--- src/rtl/core/dpt_pkg.sv ---
// dpt_pkg: shared widths, codes, types and the arctangent table of the polar dial tracker.
// Used by the channel interfaces, dpt_polar_unit and dial_polar_tracker.
`timescale 1ns / 1ps

package dpt_pkg;

  localparam int CORDIC_STEPS = 16;
  localparam int COORD_BITS   = 16;

  // field widths
  localparam int ACTION_W = 2;
  localparam int POINT_W  = 16;
  localparam int ANGLE_W  = 16;
  localparam int DIST_W   = 17;
  localparam int RADIUS_W = 15;
  localparam int CFG_W    = 16;
  localparam int CFG_IDX_W = 2;

  // coordinates keep their low COORD_BITS bits, at most the field width
  localparam int COORD_W  = (COORD_BITS < POINT_W) ? COORD_BITS : POINT_W;
  localparam int DELTA_W  = COORD_W + 1;
  localparam int GUARD_SHIFT = 30;
  // two bits of headroom cover the cordic gain on a diagonal vector
  localparam int CORDIC_W = DELTA_W + GUARD_SHIFT + 2;
  localparam int TURN_W   = 32;

  localparam int SQ_W   = 2 * COORD_W;
  localparam int R2_W   = SQ_W + 1;
  localparam int M2_W   = 2 * RADIUS_W;
  localparam int CMP_W  = (R2_W > M2_W) ? R2_W : M2_W;
  localparam int QUO_W  = 32;
  localparam int ROOT_W = QUO_W / 2;
  localparam int SREM_W = ROOT_W + 2;

  localparam int CNT_W      = 5;
  localparam int DIV_STEPS  = QUO_W;
  localparam int ROOT_STEPS = ROOT_W;
  localparam int TABLE_LEN  = 24;

  localparam logic [TURN_W-1:0]  QUARTER_TURN = 32'h4000_0000;
  localparam logic [TURN_W-1:0]  HALF_TURN    = 32'h8000_0000;
  localparam logic [TURN_W-1:0]  ROUND_HALF   = 32'h0000_8000;
  localparam logic [DIST_W-1:0]  FULL_DIST    = 17'd65536;
  localparam logic [ANGLE_W-1:0] CENTER_ANGLE = 16'd16384;
  localparam logic [RADIUS_W-1:0] MIN_RADIUS  = 15'd1;

  // event codes
  localparam logic [ACTION_W-1:0] ACT_PRESS  = 2'd0;
  localparam logic [ACTION_W-1:0] ACT_DRAG   = 2'd1;
  localparam logic [ACTION_W-1:0] ACT_CANCEL = 2'd2;
  localparam logic [ACTION_W-1:0] ACT_SET    = 2'd3;

  // register indexes
  localparam logic [CFG_IDX_W-1:0] CFG_CENTER_X   = 2'd0;
  localparam logic [CFG_IDX_W-1:0] CFG_CENTER_Y   = 2'd1;
  localparam logic [CFG_IDX_W-1:0] CFG_MAX_RADIUS = 2'd2;
  localparam logic [CFG_IDX_W-1:0] CFG_TRACK_DIST = 2'd3;

  typedef enum logic [2:0] {
    PU_IDLE,
    PU_SQUARE,
    PU_SUM,
    PU_CMP,
    PU_ITER,
    PU_ROOT,
    PU_DONE
  } pu_state_t;

  typedef struct packed {
    logic [POINT_W-1:0]  center_x;
    logic [POINT_W-1:0]  center_y;
    logic [RADIUS_W-1:0] max_radius;
  } dpt_cfg_t;

  typedef struct packed {
    logic               done;
    logic [ANGLE_W-1:0] angle;
    logic [DIST_W-1:0]  distance;
  } pu_result_t;

  // atan(2^-i) in units of 2^-32 turn
  function automatic logic [TURN_W-1:0] atan_turn(input logic [CNT_W-1:0] idx);
    logic [TURN_W-1:0] v;
    unique case (idx)
      5'd0:  v = 32'd536870912;
      5'd1:  v = 32'd316933406;
      5'd2:  v = 32'd167458907;
      5'd3:  v = 32'd85004756;
      5'd4:  v = 32'd42667331;
      5'd5:  v = 32'd21354465;
      5'd6:  v = 32'd10679838;
      5'd7:  v = 32'd5340245;
      5'd8:  v = 32'd2670163;
      5'd9:  v = 32'd1335087;
      5'd10: v = 32'd667544;
      5'd11: v = 32'd333772;
      5'd12: v = 32'd166886;
      5'd13: v = 32'd83443;
      5'd14: v = 32'd41722;
      5'd15: v = 32'd20861;
      5'd16: v = 32'd10430;
      5'd17: v = 32'd5215;
      5'd18: v = 32'd2608;
      5'd19: v = 32'd1304;
      5'd20: v = 32'd652;
      5'd21: v = 32'd326;
      5'd22: v = 32'd163;
      5'd23: v = 32'd81;
      default: v = '0;
    endcase
    return v;
  endfunction

endpackage

--- src/rtl/core/dpt_polar_unit.sv ---
// dpt_polar_unit: sequenced cartesian-to-polar conversion for one drag item.
// Shared cordic step, restoring divider and digit-by-digit square root; uses dpt_pkg.
`timescale 1ns / 1ps

module dpt_polar_unit import dpt_pkg::*; (
  input  logic               clk,
  input  logic               rst_n,
  input  logic               start,
  input  logic [POINT_W-1:0] point_x,
  input  logic [POINT_W-1:0] point_y,
  input  dpt_cfg_t           cfg,
  output pu_result_t         result
);

  pu_state_t state_r, state_nxt;

  logic signed [DELTA_W-1:0]  dx_r, dy_r;
  logic                       zero_r;
  logic [SQ_W-1:0]            dx2_r, dy2_r;
  logic [M2_W-1:0]            m2_r;
  logic [R2_W-1:0]            r2_r;
  logic                       sat_r;
  logic [M2_W-1:0]            rem_r;
  logic [QUO_W-1:0]           quo_r;
  logic [ROOT_W-1:0]          root_r;
  logic [SREM_W-1:0]          srem_r;
  logic signed [CORDIC_W-1:0] x_r, y_r;
  logic [TURN_W-1:0]          z_r;
  logic [CNT_W-1:0]           cnt_r;

  // offsets from the centre
  logic signed [DELTA_W-1:0] dx_c, dy_c;
  assign dx_c = $signed({1'b0, point_x[COORD_W-1:0]}) - $signed({1'b0, cfg.center_x[COORD_W-1:0]});
  assign dy_c = $signed({1'b0, point_y[COORD_W-1:0]}) - $signed({1'b0, cfg.center_y[COORD_W-1:0]});

  // squares
  logic signed [2*DELTA_W-1:0] dx2_full, dy2_full;
  logic [RADIUS_W-1:0]         m_eff;
  logic [M2_W-1:0]             m2_full;
  assign dx2_full = dx_r * dx_r;
  assign dy2_full = dy_r * dy_r;
  assign m_eff    = (cfg.max_radius == '0) ? MIN_RADIUS : cfg.max_radius;
  assign m2_full  = m_eff * m_eff;

  // cordic start vector, left half plane folded by a half turn
  logic signed [CORDIC_W-1:0] dx_ext, dy_ext, x0, y0;
  assign dx_ext = {{(CORDIC_W-DELTA_W){dx_r[DELTA_W-1]}}, dx_r};
  assign dy_ext = {{(CORDIC_W-DELTA_W){dy_r[DELTA_W-1]}}, dy_r};
  assign x0     = dx_ext <<< GUARD_SHIFT;
  assign y0     = dy_ext <<< GUARD_SHIFT;

  // cordic step
  logic signed [CORDIC_W-1:0] xs, ys;
  logic                       cordic_on;
  assign xs        = x_r >>> cnt_r;
  assign ys        = y_r >>> cnt_r;
  assign cordic_on = ({1'b0, cnt_r} < (CNT_W+1)'(CORDIC_STEPS));

  // divider step
  logic [M2_W:0] div_t;
  logic          div_ge;
  assign div_t  = {rem_r, 1'b0};
  assign div_ge = (div_t >= {1'b0, m2_r});

  // square root step
  logic [SREM_W+1:0] sq_acc, sq_trial;
  logic              sq_ge;
  assign sq_acc   = {srem_r, quo_r[QUO_W-1 -: 2]};
  assign sq_trial = (SREM_W+2)'({root_r, 2'b01});
  assign sq_ge    = (sq_acc >= sq_trial);

  logic [CMP_W-1:0] r2_c, m2_c;
  assign r2_c = CMP_W'(r2_r);
  assign m2_c = CMP_W'(m2_r);

  always_comb begin
    state_nxt = state_r;
    unique case (state_r)
      PU_IDLE:   if (start) state_nxt = PU_SQUARE;
      PU_SQUARE: state_nxt = PU_SUM;
      PU_SUM:    state_nxt = PU_CMP;
      PU_CMP:    state_nxt = PU_ITER;
      PU_ITER:   if (cnt_r == CNT_W'(DIV_STEPS - 1)) state_nxt = PU_ROOT;
      PU_ROOT:   if (cnt_r == CNT_W'(ROOT_STEPS - 1)) state_nxt = PU_DONE;
      PU_DONE:   state_nxt = PU_IDLE;
      default:   state_nxt = PU_IDLE;
    endcase
  end

  always_ff @(posedge clk) begin
    if (!rst_n) begin
      state_r <= PU_IDLE;
    end else begin
      state_r <= state_nxt;
    end
  end

  always_ff @(posedge clk) begin
    unique case (state_r)
      PU_IDLE: begin
        dx_r   <= dx_c;
        dy_r   <= dy_c;
        zero_r <= (dx_c == '0) && (dy_c == '0);
      end
      PU_SQUARE: begin
        dx2_r <= dx2_full[SQ_W-1:0];
        dy2_r <= dy2_full[SQ_W-1:0];
        m2_r  <= m2_full;
        // up axis is minus y on screen
        if (dx_r[DELTA_W-1]) begin
          x_r <= -x0;
          y_r <= y0;
          z_r <= HALF_TURN;
        end else begin
          x_r <= x0;
          y_r <= -y0;
          z_r <= '0;
        end
      end
      PU_SUM: begin
        r2_r <= R2_W'(dx2_r) + R2_W'(dy2_r);
      end
      PU_CMP: begin
        sat_r  <= (r2_c >= m2_c);
        rem_r  <= M2_W'(r2_c);
        quo_r  <= '0;
        root_r <= '0;
        srem_r <= '0;
        cnt_r  <= '0;
      end
      PU_ITER: begin
        rem_r <= div_ge ? M2_W'(div_t - {1'b0, m2_r}) : M2_W'(div_t);
        quo_r <= {quo_r[QUO_W-2:0], div_ge};
        if (cordic_on) begin
          if (!y_r[CORDIC_W-1]) begin
            x_r <= x_r + ys;
            y_r <= y_r - xs;
            z_r <= z_r + atan_turn(cnt_r);
          end else begin
            x_r <= x_r - ys;
            y_r <= y_r + xs;
            z_r <= z_r - atan_turn(cnt_r);
          end
        end
        cnt_r <= (cnt_r == CNT_W'(DIV_STEPS - 1)) ? '0 : cnt_r + 1'b1;
      end
      PU_ROOT: begin
        srem_r <= sq_ge ? SREM_W'(sq_acc - sq_trial) : SREM_W'(sq_acc);
        root_r <= {root_r[ROOT_W-2:0], sq_ge};
        quo_r  <= {quo_r[QUO_W-3:0], 2'b00};
        cnt_r  <= cnt_r + 1'b1;
      end
      PU_DONE: begin
      end
      default: begin
      end
    endcase
  end

  // clockwise from the top, rounded half up to 16 bits
  logic [TURN_W-1:0] z_flip, z_round;
  assign z_flip  = QUARTER_TURN - z_r;
  assign z_round = z_flip + ROUND_HALF;

  always_comb begin
    result.done     = (state_r == PU_DONE);
    result.angle    = zero_r ? CENTER_ANGLE : z_round[TURN_W-1 -: ANGLE_W];
    result.distance = sat_r ? FULL_DIST : DIST_W'(root_r);
  end

endmodule

--- config.mk ---
export PLATFORM = sky130hd
export DESIGN_NAME = dpt_polar_unit
export DESIGN_NICKNAME = d
export VERILOG_FILES = /design/src/rtl/core/dpt_pkg.sv /design/src/rtl/core/dpt_polar_unit.sv
export SDC_FILE = /design/constraint.sdc
export NUM_CORES = 2
export LEC_CHECK = 0
export BUFFER_PORTS_ARGS = -buffer_cell sky130_fd_sc_hd__buf_4
export CORE_MARGIN = 3
export CORE_UTILIZATION = 25
export CTS_CLUSTER_DIAMETER = 120
export DETAILED_ROUTE_END_ITERATION = 16
export GPL_TIMING_DRIVEN = 0
export PLACE_DENSITY = 0.4
export SLEW_MARGIN = 20
export SYNTH_ARGS = -nofsm -noshare
export SYNTH_HDL_FRONTEND = slang
export SYNTH_SLANG_ARGS = --single-unit
--- constraint.sdc ---
create_clock -name clk -period 12.8 [get_ports clk]
set_input_delay 0.64 -clock clk [delete_from_list [all_inputs] [get_ports clk]]
set_output_delay 0.64 -clock clk [all_outputs]
set_load 0.05 [all_outputs]
[Word level (Yosys, flattened, before mapping)]
Memory sizes are Yosys's and may differ from the RTL's. A register that Yosys moved wholly into a read port is not among the register bits.
Index checks and enable logic that the tools add are counted.
W data, S select, Z words.
Cells by class
  add/subtract/negate cells: 16
  multipliers: 3
  order comparisons: 4
  eq/ne operators: 12
  shift-type cells: 2
  muxes and demuxes: 35
  reduce and logical (&&, ||, !) cells: 11
Operator list (number)
  $mux W49: 6
  $mux W32: 9
  $pmux W49 S2: 2
  $add A49 B49 Y49: 2
  $neg A47 Y49: 2
  $sshr A49 B5 Y49: 2
  $sub A49 B49 Y49: 2
  $pmux W32 S3: 1
  $mul A17 B17 Y32: 2
  $pmux W32 S2: 1
  $pmux W30 S2: 1
  $pmux W18 S2: 1
  $logic_not A17 Y1: 2
  $sub A16 B16 Y17: 2
  $add A32 B32 Y33: 1
  $ge A33 B30 Y1: 1
  $add A32 B16 Y32 const B: 1
  $add A32 B32 Y32: 1
  $pmux W16 S2: 1
  $sub A31 B32 Y32 const A: 1
  $sub A32 B32 Y32: 1
  $ge A31 B30 Y1: 1
  $mul A15 B15 Y30: 1
  $mux W30: 1
  26 further kinds: 38
Word-level totals
  register bits: 397
  memory bits (read-only): 1920
  bits of input ports: 82
  output and inout bits: 34
  memories: 2
Memory list
  (no name shown): words 32, width 30, rd ports 1, clocked after memory_dff 1, wr ports 0, RTL line dpt_pkg.sv:84  | unique case (idx)
  (no name shown): words 32, width 30, rd ports 1, clocked after memory_dff 1, wr ports 0, RTL line dpt_pkg.sv:84

[Longest topological paths before layout]
  depth in word-level cells: 7
  mapped depth: 30
  depth with buffers taken out: 26

[Worst setup path before layout]
No wires, ideal clock.
  kind: register to register
  start: register state_r[0]
  end: register x_r[0], enable pin
  library setup time: 0.488 ns
  data arrival time: 9.737 ns
  required time: 12.312 ns
  path slack: 2.576 ns
  stages on the path, launching flop included: 6
  cells stage by stage: dfxtp_1 -> clkbuf_1 -> inv_1 -> clkbuf_1 -> nor3_1 -> a21o_1
On the way
  word-level cells in the longest chain between the ends: 3
RTL lines
  start: declaration: RTL line dpt_polar_unit.sv:15  | pu_state_t state_r, state_nxt;
  start signal: assignment: RTL line dpt_polar_unit.sv:94  | state_r <= state_nxt;
  $eq A3 B3 Y1 or $eq A3 B1 Y1 (tied branches): RTL line dpt_polar_unit.sv:99  | unique case (state_r)
  $ne A2 B2 Y1 (no source line) or $reduce_bool A2 Y1 (tied branches)
  $reduce_and A2 Y1 (no source line) (*)
  end signal: assignment: RTL line dpt_polar_unit.sv:111  | x_r <= -x0;
  end signal: assignment: RTL line dpt_polar_unit.sv:136  | x_r <= x_r + ys;
  end signal: assignment: RTL line dpt_polar_unit.sv:140  | x_r <= x_r - ys;
  end: declaration: RTL line dpt_polar_unit.sv:27  | logic signed [CORDIC_W-1:0] x_r, y_r;
Mark *: on every way between the ends. The rest lies on a longest branch, timed or not.
A chain may end at the register's enable or synchronous reset.

[Worst setup path after layout]
  start: register cnt_r[3]
  end: register x_r[46] (data pin)
On the way
  word-level cells in the longest chain between the ends: 5
RTL lines
  start: declaration: RTL line dpt_polar_unit.sv:29  | logic [CNT_W-1:0] cnt_r;
  start signal: assignment: RTL line dpt_polar_unit.sv:145  | cnt_r <= (cnt_r == CNT_W'(DIV_STEPS - 1)) ? '0 : cnt_r + 1'b1;
  start signal: assignment: RTL line dpt_polar_unit.sv:151  | cnt_r <= cnt_r + 1'b1;
  $sshr A49 B5 Y49 (*): RTL line dpt_polar_unit.sv:56  | assign ys = y_r >>> cnt_r;
  $add A49 B49 Y49 or $sub A49 B49 Y49 (tied branches): RTL line dpt_polar_unit.sv:136, dpt_polar_unit.sv:140
  $mux W49 (*): RTL line dpt_polar_unit.sv:135  | if (!y_r[CORDIC_W-1]) begin
  $mux W49 (*): RTL line dpt_polar_unit.sv:134  | if (cordic_on) begin
  $pmux W49 S2 (*): RTL line dpt_polar_unit.sv:99
Mark *: on every way between the ends. The rest lies on a longest branch, timed or not. The select of a mux whose other input is x is not followed.

==> qor.yml <==
status: "complete, no violations"
dr_pass1_iterations: 5
dr_total_vias: 51100
cts-root-to-sink-buffers: 3
syn2layout_area_growth_pct: 11.8
synth.yosys.seq_area_share_pct: 19.7
io_port_bufs: 114
critPathMaxFanout: 10
totalNegativeSetupSlack_ns: 0
synth_seq_cells: 424
postCtsSetupRepairBufs: 0
postSynthCellCount: 6714
sinks_on_clock_net: 424
layout_min_cycle_time_ns: 11.07
layout_common_cells: "sky130_fd_sc_hd__inv_1 (928), sky130_fd_sc_hd__fa_1 (659), sky130_fd_sc_hd__nor2_1 (565), sky130_fd_sc_hd__ha_1 (537), sky130_fd_sc_hd__nand2_1 (510)"
grt_use_total_pct: 19.0
maxCapViolations: 0
cts-resized-gates: 0
finish.net_count: 8194
routed_wl_um: 247000
detailedPlacementHpwl_um: 203000
fp-row-count: 183
timing.hold.worst.class: "primary input to flop"
place_congestion: 0.992
remaining_drc_errors: 0
die_area_um2: 257000
clk_pin_slew_worst_paths_ns: 0.06
crit_required_ns: 13.24
layout-drive-gt1-share_pct: 8.00
avgViaCountPerCell: 4.97
first_global_vias: 53000
worstPathArrival_ns: 11.51
synth.net_count: 7992
drtIter0Drc: 4143
core_region_area_um2: 249000
pin_count: 116
cts_max_level: 2
grt_max_degree: 51
die_w_um: 507
grt_overflow: 0
post-route-period-util_pct: 86.5
finish.instance_area_um2: 70200
worst_pin_slew_ns: 1.30
edff_count_synth: 391
crit_path_start_kind: "flop"
async_reset_ff_share_pct: 0
worst_setup_path_end_kind: "flop"
fin_skew_ns: 0.0697
placement.cell_area_um2: 68300
area_of_the_mapped_netlist_um2: 62800
numCtsBuffers: 57
ys.flop_type: "sky130_fd_sc_hd__edfxtp_1"
worst-setup-path-type: "flop to flop"
tritoncts: "built"
antenna_left: 0
timing.fmax_ghz: 0.0903
cts_root_buf: "sky130_fd_sc_hd__clkbuf_16"
route.detailed.wl_per_inst_um: 24.0
die_span_y_um: 507
finish.utilization_pct: 28.2
final-setup-viol-count: 0
post_synth_num_cell_types: 97
timing_max_transition_violations_final: 0
grt_first_pass_wirelength_um: 365000
syn-mean-instance-area_um2: 9.36
layout.cells.most_common: "sky130_fd_sc_hd__inv_1"
start_util_pct: 25.2
final_hold_violating_endpoints: 0
grt_antenna_before_repair: 15
clk_latency_ns: 0.73
yosys_warnings: 0
cts_hold_buffers: 0
rsz_0062_raised_after_global_routing: "false"
slew_headroom_pct: 12.5
-- critical path, stage by stage (launching register included) --
cell and delay [ns]:
sky130_fd_sc_hd__edfxtp_1 0.39, sky130_fd_sc_hd__clkbuf_1 0.53, sky130_fd_sc_hd__clkbuf_1 0.56, sky130_fd_sc_hd__clkbuf_1 0.56
sky130_fd_sc_hd__buf_2 0.47, sky130_fd_sc_hd__buf_1 0.79, sky130_fd_sc_hd__clkbuf_1 0.80, sky130_fd_sc_hd__clkbuf_1 0.78
sky130_fd_sc_hd__clkbuf_1 0.64, sky130_fd_sc_hd__a21oi_1 0.31, sky130_fd_sc_hd__xor2_1 0.24, sky130_fd_sc_hd__ha_1 0.39
sky130_fd_sc_hd__a21o_1 0.22, sky130_fd_sc_hd__or4_1 0.39, sky130_fd_sc_hd__o21ai_0 0.61, sky130_fd_sc_hd__nor4_1 0.26
sky130_fd_sc_hd__o21ai_0 0.91, sky130_fd_sc_hd__nand2_1 0.22, sky130_fd_sc_hd__o41ai_1 0.77, sky130_fd_sc_hd__o311ai_0 0.37
sky130_fd_sc_hd__a31oi_1 0.27, sky130_fd_sc_hd__xor2_1 0.17, sky130_fd_sc_hd__o21ai_0 0.09
-- path summary, 6_finish.rpt --
kind / slack (ns) / startpoint / depth (start not counted) / endpoint
worst min-delay path: 0.20 / rst_n / 2 / state_r[2]
worst max register to register: 1.73 / cnt_r[3] / 22 / x_r[46]
worst min register to register: 0.55 / quo_r[22] / 1 / quo_r[24]
worst max-delay path: 1.73 / cnt_r[3] / 22 / x_r[46]
-- cell families after synthesis --
family                   share of synthesized area (%)
AO/OA/AOI/OAI                                     13.9
XOR/XNOR                                          6.45
adder cells (fa/ha/maj)                           31.7
buffers and inverters                             7.53
flip-flops                                        19.7
multiplexers                                      7.37
AND/OR/NAND/NOR                                   13.3
-- sequential cells by signal (all words and copies together) (netlist names), named ones only --
register  count
rem_r        30
srem_r       18
sat_r         1
dx2_r        31
m2_r         29
cnt_r         5
dx_r         17
y_r          49
dy_r         17
root_r       16
x_r          49
z_r          32
state_r       3
dy2_r        31
r2_c         33
zero_r        1
quo_r        32
-- layout make-up --
cell class | instances | area [um^2]
diodes | 2 | 5.00
plain buffers | 269 | 1200
fillers | 26600 | 179000
well taps | 3330 | 4170
repair buffers | 143 | 1230
clock inverters | 32 | 304
clock buffers | 72 | 1620
inverters | 946 | 3550
flip-flops and latches | 424 | 12400
multi-input cells | 5075 | 45700
-- synth_stat cells (all sizes together), types with 63 or more instances --
library cell	instances	area, um^2
nor3	104	537
nand2	512	1920
ha	537	6720
edfxtp	391	11700
clkbuf	200	754
mux2i	124	1260
xor2	151	1320
xnor2	311	2730
buf	69	424
and2	160	1000
fa	659	13200
a21o	157	1180
nand3	71	355
a31oi	63	394
a21oi	364	1820
inv	932	3500
nand2b	66	413
mux4	123	2770
nor2	566	2120
o21ai	272	1360
-- metrics by stage --
| stage | std cells | hold slack [ns] | setup slack, ns |
|---|---|---|---|
| floorplan | 6714 | 0.476 | 2.58 |
| global placement | 10200 | 0.543 | -3.85 |
| detailed placement | 10200 | 0.547 | 2.16 |
| CTS | 10300 | 0.118 | 2.10 |
| global route | 10300 | 0.149 | 1.71 |
| finish | 10300 | 0.198 | 1.73 |
-- metal layers --
metal	up-vias	wire, um	track usage, %
met5	-	31	0
met4	4	8790	5.92
met3	322	13600	2.42
met2	1583	112000	30.6
met1	25700	113000	26.3
li1	23500	-	-
Power is left out: the tool's default activity adds up to more than one toggle a clock period on the data nets, which glitch-free logic cannot reach.
